$ cat config.mk
export PLATFORM = sky130hd
export DESIGN_NAME = rzs_ctrl
export DESIGN_NICKNAME = d
export VERILOG_FILES = /design/src/hw/rtl/rzs_pkg.sv /design/src/hw/rtl/rzs_ctrl.sv
export SDC_FILE = /design/constraint.sdc
export NUM_CORES = 1
export LEC_CHECK = 0
export BUFFER_PORTS_ARGS = -buffer_cell sky130_fd_sc_hd__buf_2
export CAP_MARGIN = 5
export CORE_AREA = 2 2 39 41
export DETAILED_ROUTE_END_ITERATION = 6
export DIE_AREA = 0 0 41 43
export PLACE_DENSITY = 0.59
export SLEW_MARGIN = 40
export SYNTH_ARGS = -nofsm -noshare
export SYNTH_HDL_FRONTEND = slang
export SYNTH_SLANG_ARGS = --single-unit
$ cat constraint.sdc
create_clock -name clk_i -period 1.7 [get_ports clk_i]
set_clock_uncertainty 0.2 [all_clocks]
set_input_delay 0.17 -clock clk_i [delete_from_list [all_inputs] [get_ports clk_i]]
set_output_delay 0.17 -clock clk_i [all_outputs]
set_load 0.02 [all_outputs]
$ cat src/hw/rtl/rzs_pkg.sv
`default_nettype none
package rzs_pkg;

  localparam int SymbolsDef   = 64;
  localparam int WindowDef    = 64;
  localparam int PriceBitsDef = 24;

  localparam int SymIdW   = 6;
  localparam int PriceW   = 24;
  localparam int QtyW     = 32;
  localparam int PosW     = 32;
  localparam int ThrW     = 12;
  localparam int EqtyW    = 16;
  localparam int CfgIdxW  = 2;
  localparam int CfgDataW = 16;

  localparam logic [ThrW-1:0]  EntryThrRst = 12'd512;
  localparam logic [ThrW-1:0]  ExitThrRst  = 12'd128;
  localparam logic [EqtyW-1:0] EntryQtyRst = 16'd1;

  localparam logic OP_TICK   = 1'b0;
  localparam logic OP_FILL   = 1'b1;
  localparam logic SIDE_BUY  = 1'b0;
  localparam logic SIDE_SELL = 1'b1;

  typedef enum logic [CfgIdxW-1:0] {
    CFG_ENTRY_THR = 2'd0,
    CFG_EXIT_THR  = 2'd1,
    CFG_ENTRY_QTY = 2'd2
  } cfg_idx_e;

  typedef enum logic [3:0] {
    ST_CLEAR,
    ST_IDLE,
    ST_READ,
    ST_WIN,
    ST_UPD,
    ST_VAR1,
    ST_VAR2,
    ST_MUL,
    ST_CMP,
    ST_OUT
  } state_e;

  typedef struct packed {
    logic clr;
    logic accept;
    logic load_state;
    logic fill_wr;
    logic sq;
    logic upd;
    logic var1;
    logic var2;
    logic mul;
    logic cmp;
    logic out_load;
  } cmd_t;

  typedef struct packed {
    logic clr_last;
    logic in_valid;
    logic in_range;
    logic is_fill;
    logic full;
    logic emit;
    logic out_free;
  } sts_t;

endpackage
`default_nettype wire

$ cat src/hw/rtl/rzs_ctrl.sv
`default_nettype none
module rzs_ctrl import rzs_pkg::*; (
  input  wire logic clk_i,
  input  wire logic rst_ni,
  input  wire sts_t sts_i,
  output      cmd_t cmd_o
);

  state_e state_q, state_d;

  always_ff @(posedge clk_i or negedge rst_ni) begin
    if (!rst_ni) begin
      state_q <= ST_CLEAR;
    end else begin
      state_q <= state_d;
    end
  end

  always_comb begin
    state_d = state_q;
    cmd_o   = '0;
    unique case (state_q)
      ST_CLEAR: begin
        cmd_o.clr = 1'b1;
        if (sts_i.clr_last) begin
          state_d = ST_IDLE;
        end
      end
      ST_IDLE: begin
        cmd_o.accept = 1'b1;
        if (sts_i.in_valid && sts_i.in_range) begin
          state_d = ST_READ;
        end
      end
      ST_READ: begin
        cmd_o.load_state = 1'b1;
        if (sts_i.is_fill) begin
          cmd_o.fill_wr = 1'b1;
          state_d       = ST_IDLE;
        end else begin
          state_d = ST_WIN;
        end
      end
      ST_WIN: begin
        cmd_o.sq = 1'b1;
        state_d  = ST_UPD;
      end
      ST_UPD: begin
        cmd_o.upd = 1'b1;
        state_d   = sts_i.full ? ST_VAR1 : ST_IDLE;
      end
      ST_VAR1: begin
        cmd_o.var1 = 1'b1;
        state_d    = ST_VAR2;
      end
      ST_VAR2: begin
        cmd_o.var2 = 1'b1;
        state_d    = ST_MUL;
      end
      ST_MUL: begin
        cmd_o.mul = 1'b1;
        state_d   = ST_CMP;
      end
      ST_CMP: begin
        cmd_o.cmp = 1'b1;
        state_d   = ST_OUT;
      end
      ST_OUT: begin
        if (!sts_i.emit) begin
          state_d = ST_IDLE;
        end else if (sts_i.out_free) begin
          cmd_o.out_load = 1'b1;
          state_d        = ST_IDLE;
        end
      end
      default: state_d = ST_CLEAR;
    endcase
  end

endmodule
`default_nettype wire

==> flow_summary.ini, run 1 <==
[outcome]
outcome = completed

[clock_network]
clk_pin_slew_ns = 0.04
cts_inserted_buffers = 3
cts_root_buffer = clkbuf_4
clk_latency_ns = 0.24
cts_max_level = 1
cts_max_path_buffers = 2
cts_sinks = 4
cts_tree = done

[setup_path]
crit_chain = nand2b_1, nor2_2, buf_2
rrSetupSlack_ns = 0.26
ff2ff_path_depth = 3
cp_top_family = flip-flops
cp_num_buf_inv = 1
startpoint_type = register
required_ns = 1.33
path_class = reg -> out
cp.arrival_ns = 1.28
worstReg2RegStart = state_q[2]$_DFFE_PN0P_
critPathCaptureType = output pin
r2r_end = state_q[2]$_DFFE_PN0P_
path_max_fanout = 9
critPathMaxStageDelay_ns = 0.46
critical_path.slowest_cell = dfrtp_2

[final_layout]
final_cell_mix = buf_2, buf_4, nor3_1, dfrtp_2
drive_gt1_share_pct = 63.9
regMostFlops = state_q
final_common_cell = buf_2
fin_util_pct = 41.2
diodes = 0
fin_nets = 83
area_growth_pct = 66.4
reg.largest.list = state_q x4
largest_reg_flops = 4

[yosys]
ys_ff_latch = 4
synth_fp_nets = 49
yosys_warnings = 0
synth_cells = 40
synth_cell_type_count = 19
synth.avg_cell_area_um2 = 8.57
ys_seq_area_share_pct = 29.2
synth_area_um2 = 343

[power]
power.switching_w = 0.000492
comb_power_share_pct = 68.1
seqPwrFrac_pct = 20.6
p_per_area_nw_per_um2 = 1870
p_sw_share_pct = 46.0
p_leak_nw = 0.299
intPower_w = 0.000578
clock_power_share_pct = 11.3
ir_drop_uv = 602

[detailed_routing]
wl_per_cell_um = 12.1
via_count = 421
drt_iter0_drc = 6
ant_nets = 0
viasPerCell = 4.78
drtPass1Iterations = 3
totalWireLength_um = 1070
drc = 0

[timing]
relSlewSlack_pct = 82.4
max_freq_mhz = 607
post-route-period-util_pct = 96.9
hold_viol = 0
worstMarginPinSlew_ns = 0.264
drv_slew = 0
finalCriticalPeriod_ns = 1.65
rsz0062_at_grt = true
fin_ws_ns = 0.0523
setup_viol = 0

[flow_run]
cap_violations = 0

[die]
die-area_um2 = 1760
die_y_um = 43
io_pins = 20
initial_core_util_pct = 24.8
num_rows = 14
core_um2 = 1380
die_w_um = 41

[global_routing]
grt_max_degree = 13
grt-ovfl-total = 0
grt_pass1_vias = 354
grt.total_usage_pct = 12.2
grt_pass1_wl_um = 1480
grt_antenna_before_repair = 0

[placed_design]
port-buffer-count = 19
dp_slack_ns = 0.174
hpwlAfterDp_um = 644
place_congestion = 0.728

[worst_hold_path]
hp-class = in -> async
[area by class of cell]
type	count	area [um2]
clock buffer	3	22.5
multi-input combinational	30	215
inverter	2	7.51
sequential	4	105
fill	143	813
timing repair buffer	33	200
tap	16	20.0
[per-stage QoR]
stage | instance area [um2] | hold WS [ns] | power [W] | cells | TNS, ns
detailed placement | 438 | -0.224 | 0.000739 | 72 | 0
floorplan | 348 | -0.326 | 0.000644 | 40 | 0
global route | 571 | 0.0864 | 0.00115 | 88 | -0.00419
CTS | 504 | 0.0650 | 0.000944 | 80 | 0
global placement | 438 | -0.224 | 0.000737 | 72 | 0
finish | 571 | 0.0840 | 0.00107 | 88 | 0
[worst reg2reg max path, delay by kind of cell (launching register included)]
| kind | cells | cell delay (ns) |
|---|---|---|
| flops | 1 | 0.44 |
| simple gates | 1 | 0.19 |
| compound gates | 1 | 0.33 |
| buf+inv | 1 | 0.16 |
[power by group through the flow]
stage               Clock, W  Combinational [W]  Sequential, W
finish              0.000121           0.000728       0.000220
global route        0.000132           0.000789       0.000228
global placement           0           0.000484       0.000252
floorplan                  0           0.000482       0.000162
detailed placement         0           0.000484       0.000255
CTS                 0.000123           0.000586       0.000236
[Yosys cell counts]
library cell / count / share of area (%)
buf_2: 2 / 2.9
dfrtp_1: 4 / 29
nor2b_1: 1 / 1.8
nor4_1: 1 / 1.8
nand2b_1: 3 / 5.5
o21ai_0: 2 / 2.9
nor2_1: 4 / 4.4
a2111oi_2: 1 / 4.4
buf_6: 2 / 6.6
nand2_1: 2 / 2.2
and3_1: 1 / 1.8
a31o_2: 1 / 2.6
a211o_1: 1 / 2.6
and2_1: 1 / 1.8
a2111oi_4: 1 / 8.0
inv_1: 2 / 2.2
o21a_1: 1 / 2.2
nand2b_4: 1 / 4.0
nor3_1: 9 / 13
[layer usage]
metal | global-route usage [%] | wire length [um] | part of all wire [%] | up-vias
met5 | 0 | 0 | 0 | -
met4 | 4.00 | 0 | 0 | 0
met3 | 4.19 | 74 | 6.9 | 0
met2 | 17.8 | 546 | 51 | 16
met1 | 16.1 | 445 | 42 | 198
li1 | - | - | - | 207
[worst max-delay path by stage]
stage,start,endpoint,depth (start not counted)
2_1_floorplan,state_q[0]$_DFFE_PN0P_,cmd_o[7],4
3_3_place_gp,state_q[0]$_DFFE_PN0P_,cmd_o[7],4
3_5_place_dp,state_q[0]$_DFFE_PN0P_,cmd_o[7],4
4_1_cts,state_q[1]$_DFFE_PN0P_,cmd_o[7],4
5_1_grt,state_q[0]$_DFFE_PN0P_,cmd_o[7],4
6_report,state_q[3]$_DFFE_PN0P_,cmd_o[2],3
[cell families after synthesis]
group	count (synthesis)	share of synthesized area, %
buffers and inverters	6	11.7
AO/OA/AOI/OAI	7	22.6
AND/OR/NAND/NOR	23	36.5
flip-flops	4	29.2
[timing repair]
item,4_1_cts,5_1_grt
setup buffers,4,8
hold buffers,1,0
endpoints found under the hold margin,4,0
pin swaps,0,0
resized for setup,3,3
endpoints found under the setup margin,4,6
Power figures use the tool's default switching activity.
==> run 2: changes to the inputs <==
--- a/config.mk
+++ b/config.mk
@@ -11,6 +11,7 @@
 export DETAILED_ROUTE_END_ITERATION = 6
 export DIE_AREA = 0 0 41 43
 export PLACE_DENSITY = 0.59
+export REMOVE_ABC_BUFFERS = 1
 export SLEW_MARGIN = 40
 export SYNTH_ARGS = -nofsm -noshare
 export SYNTH_HDL_FRONTEND = slang
==> flow_summary.ini, run 2 (same netlist as run 1, synthesis figures left out) <==
[setup_path]
startpoint_type = register
cp.arrival_ns = 1.30
path_max_fanout = 7
rrSetupSlack_ns = 0.27
r2r_end = state_q[1]$_DFFE_PN0P_
worstReg2RegStart = state_q[1]$_DFFE_PN0P_
required_ns = 1.33
path_class = reg -> out
ff2ff_path_depth = 3
critPathCaptureType = output pin
crit_start = state_q[0]$_DFFE_PN0P_

[power]
p_per_area_nw_per_um2 = 1840
ir_drop_uv = 904
p_leak_nw = 0.264

[global_routing]
grt_pass1_vias = 319
grt.total_usage_pct = 10.4
grt_antenna_before_repair = 0
grt-ovfl-total = 0
grt_pass1_wl_um = 1190
grt_max_degree = 13

[timing]
setup_viol = 0
drv_slew = 0
relSlewSlack_pct = 81.8
hold_viol = 0
post-route-period-util_pct = 98.1
max_freq_mhz = 599
rsz0062_at_grt = true
fin_ws_ns = 0.0319
finalCriticalPeriod_ns = 1.67
worstMarginPinSlew_ns = 0.272

[placed_design]
hpwlAfterDp_um = 600
port-buffer-count = 19
dp_slack_ns = 0.177
place_congestion = 0.721
dpl-instance-area_um2 = 433

[detailed_routing]
drt_iter0_drc = 3
drtPass1Iterations = 2
viasPerCell = 4.63
via_count = 370
totalWireLength_um = 855
wl_per_cell_um = 10.7
ant_nets = 0
drc = 0

[die]
core_um2 = 1380
num_rows = 14
io_pins = 20
die_y_um = 43
die_w_um = 41
initial_core_util_pct = 24.8
die-area_um2 = 1760

[flow_run]
cap_violations = 0

[final_layout]
final_cell_mix = buf_2, nor3_1, buf_4, nor2_1
drive_gt1_share_pct = 57.8
final_common_cell = buf_2
fin_util_pct = 38.2
stdcell_area_um2 = 529
largest_reg_flops = 4
area_growth_pct = 54.4
diodes = 0
reg.largest.list = state_q x4
nFillCells = 159
fin_nets = 75
regArea_um2 = 104
multi_input_area_um2 = 230
regMostFlops = state_q

[clock_network]
clk_pin_slew_ns = 0.04
cts_tree = done
cts_root_buffer = clkbuf_4
cts_inserted_buffers = 3
cts_max_level = 1
cts_sinks = 4
clk_latency_ns = 0.23
cts_max_path_buffers = 2

[worst_hold_path]
hp-class = in -> async

[outcome]
outcome = completed
run 2: changes by cell type in the layout (fill, tap and decap cells not counted), sizes merged:
cell and change:
buf -7, clkbuf -1
run 2: timing repair:
action	in CTS	in global routing
gates resized for setup	2	6
hold buffers	1	0
endpoints found under the hold margin	4	0
endpoints found under the setup margin	7	6
pin swaps	0	0
buffers inserted	0	4
run 2: layer usage:
layer	up-vias	routed length, um	global-route usage (%)
met4	0	14	10.0
met5	-	0	0
li1	189	-	-
met1	168	366	12.1
met3	2	47	1.57
met2	11	427	15.0
run 2: cell type report:
cell class,count,area share [%]
flip-flops and latches,4,19.6
multi-input cells,30,43.5
well taps,16,3.78
repair buffers,25,27.4
clock buffers,3,4.26
inverters,2,1.42
run 2: worst max-delay path by stage:
stage	to	depth (start not counted)
2_1_floorplan	cmd_o[7]	3
3_3_place_gp	cmd_o[2]	3
3_5_place_dp	cmd_o[2]	3
4_1_cts	cmd_o[10]	3
5_1_grt	cmd_o[10]	3
6_report	cmd_o[10]	3
run 2: stage by stage:
step	instances	setup TNS, ns	total power (W)	hold WS [ns]
detailed placement	72	0	0.000738	-0.223
finish	80	0	0.000976	0.0684
floorplan	36	-0.157	0.000577	-0.326
global route	80	-0.0355	0.00105	0.0635
CTS	76	-0.0153	0.000867	0.0598
global placement	72	0	0.000734	-0.223
run 2: worst max-delay path, cell delays in order (launching register included):
cell and delay, ns:
dfrtp_1 0.39, buf_4 0.18, nor4_4 0.30, buf_4 0.19
run 2: where the power goes:
| group | switching [W] | internal (W) | total, W |
|---|---|---|---|
| logic | 0.000325 | 0.000294 | 0.000619 |
| clock network | 0.0000384 | 0.0000789 | 0.000117 |
| registers | 0.0000978 | 0.000142 | 0.000240 |
| total | 0.000461 | 0.000515 | 0.000976 |
==> run 3: changes to the inputs <==
--- a/config.mk
+++ b/config.mk
@@ -10,7 +10,7 @@
 export CORE_AREA = 2 2 39 41
 export DETAILED_ROUTE_END_ITERATION = 6
 export DIE_AREA = 0 0 41 43
-export PLACE_DENSITY = 0.59
+export PLACE_DENSITY = 0.61
 export REMOVE_ABC_BUFFERS = 1
 export SLEW_MARGIN = 40
 export SYNTH_ARGS = -nofsm -noshare
==> constraint.sdc (replaced) <==
create_clock -name clk_i -period 1.5 [get_ports clk_i]
set_clock_uncertainty 0.2 [all_clocks]
set_input_delay 0.15 -clock clk_i [delete_from_list [all_inputs] [get_ports clk_i]]
set_output_delay 0.15 -clock clk_i [all_outputs]
set_load 0.02 [all_outputs]
==> flow_summary.ini, run 3 (same netlist as run 1, synthesis figures left out) <==
[outcome]
outcome = finished, violations left
violations = setup timing

[die]
num_rows = 14
die-area_um2 = 1760
die_y_um = 43
io_pins = 20
initial_core_util_pct = 24.8
core_um2 = 1380
die_w_um = 41

[final_layout]
area_growth_pct = 118
final_common_cell = buf_6
layout.cells.non_filler = 88
final_cell_mix = buf_6, buf_2, buf_4, nand2b_4, nor3_2
largest_reg_flops = 4
regMostFlops = state_q
reg.largest.list = state_q x4
drive_gt1_share_pct = 80.6
fin_nets = 83
diodes = 0

[setup_path]
ff2ff_path_depth = 4
cp_top_family = flip-flops
r2r_end = state_q[1]$_DFFE_PN0P_
crit_start = state_q[0]$_DFFE_PN0P_
path_max_fanout = 7
path_depth = 3
required_ns = 1.15
worstReg2RegStart = state_q[1]$_DFFE_PN0P_
critical_path.slowest_cell = dfrtp_1
critPathCaptureType = output pin
cp_num_buf_inv = 2
startpoint_type = register
critPathMaxStageDelay_ns = 0.39
path_class = reg -> out
crit_chain = buf_6, nor4_2, buf_2
cp.arrival_ns = 1.22
rrSetupSlack_ns = -0.04

[global_routing]
grt-ovfl-total = 0
grt_max_degree = 8
grt_use_met1_pct = 18.9
grt_busiest_layer = met1
grtUsageMet3_pct = 3.14
grt.total_usage_pct = 13.6
grt_use_met2_pct = 18.4
grt_antenna_before_repair = 0
grt_pass1_wl_um = 1660
grt_pass1_vias = 420

[timing]
relSlewSlack_pct = 79.7
finalCriticalPeriod_ns = 1.57
post-route-period-util_pct = 105
rsz0062_at_grt = true
worstMarginPinSlew_ns = 0.305
setup_viol = 11
hold_viol = 0
max_freq_mhz = 637
drv_slew = 0
fin_ws_ns = -0.0695
setup_tns_ns = -0.393

[detailed_routing]
drt_iter0_drc = 1
via_count = 399
drtPass1Iterations = 2
wl_per_cell_um = 11.4
drc = 0
totalWireLength_um = 1000
viasPerCell = 4.53
ant_nets = 0

[placed_design]
dp_slack_ns = 0.0520
place_inst = 74
hpwlAfterDp_um = 649
place_congestion = 0.780
port-buffer-count = 19

[clock_network]
cts_inserted_buffers = 3
clk_pin_slew_ns = 0.04
cts_tree = done
cts_max_path_buffers = 2
cts_max_level = 1
clk_latency_ns = 0.23
cts_sinks = 4
cts_root_buffer = clkbuf_4

[power]
p_per_area_nw_per_um2 = 2070
p_total_w = 0.00155
ir_drop_uv = 1310
p_leak_nw = 0.345

[worst_hold_path]
hp-class = in -> async

[flow_run]
cap_violations = 0
==> run 3: per-stage QoR <==
| step | util (%) | hold slack, ns | cell area, um2 |
|---|---|---|---|
| after floorplan | - | -0.346 | 310 |
| after global placement | 32.4 | -0.243 | 448 |
| after detailed placement | 32.4 | -0.242 | 448 |
| after CTS | 46.2 | 0.0443 | 639 |
| after global routing | 54.0 | 0.0430 | 747 |
| final | 54.0 | 0.0545 | 747 |
==> run 3: worst max-delay path by stage <==
stage / to
4_1_cts: cmd_o[10]
5_1_grt: cmd_o[10]
3_3_place_gp: cmd_o[0]
3_5_place_dp: state_q[1]$_DFFE_PN0P_
2_1_floorplan: cmd_o[7]
6_report: cmd_o[10]
==> run 3: area by class of cell <==
cell class / count / area (um2)
Clock buffer: 3 / 22.5
Fill cell: 130 / 637
Inverter: 2 / 7.51
Multi-Input combinational cell: 30 / 313
Sequential cell: 4 / 104
Tap cell: 16 / 20.0
Timing Repair Buffer: 33 / 280
==> run 3: layer usage <==
layer  share of wire, %  wire (um)
met1                 40        400
met2                 56        565
met3                3.6         36
met4                  0          0
met5                  0          0
==> run 3: worst register-to-register path, cell delays in order (launching register included) <==
cell	delay [ns]
dfrtp_2	0.46
nand2b_4	0.21
buf_6	0.14
a2111oi_4	0.31
nor3_2	0.09
==> run 3: power by group <==
group          leakage, nW  switching (W)  internal, W
clock network       0.0138      0.0000390    0.0000892
logic                0.285       0.000544     0.000610
registers           0.0468       0.000102     0.000161
==> run 3: what timing repair did <==
action | 4_1_cts | 5_1_grt
gates resized for setup | 21 | 29
setup endpoints to repair | 11 | 14
hold buffers | 1 | 0
endpoints found under the hold margin | 4 | 0
pin swaps | 4 | 6
buffers inserted | 10 | 0
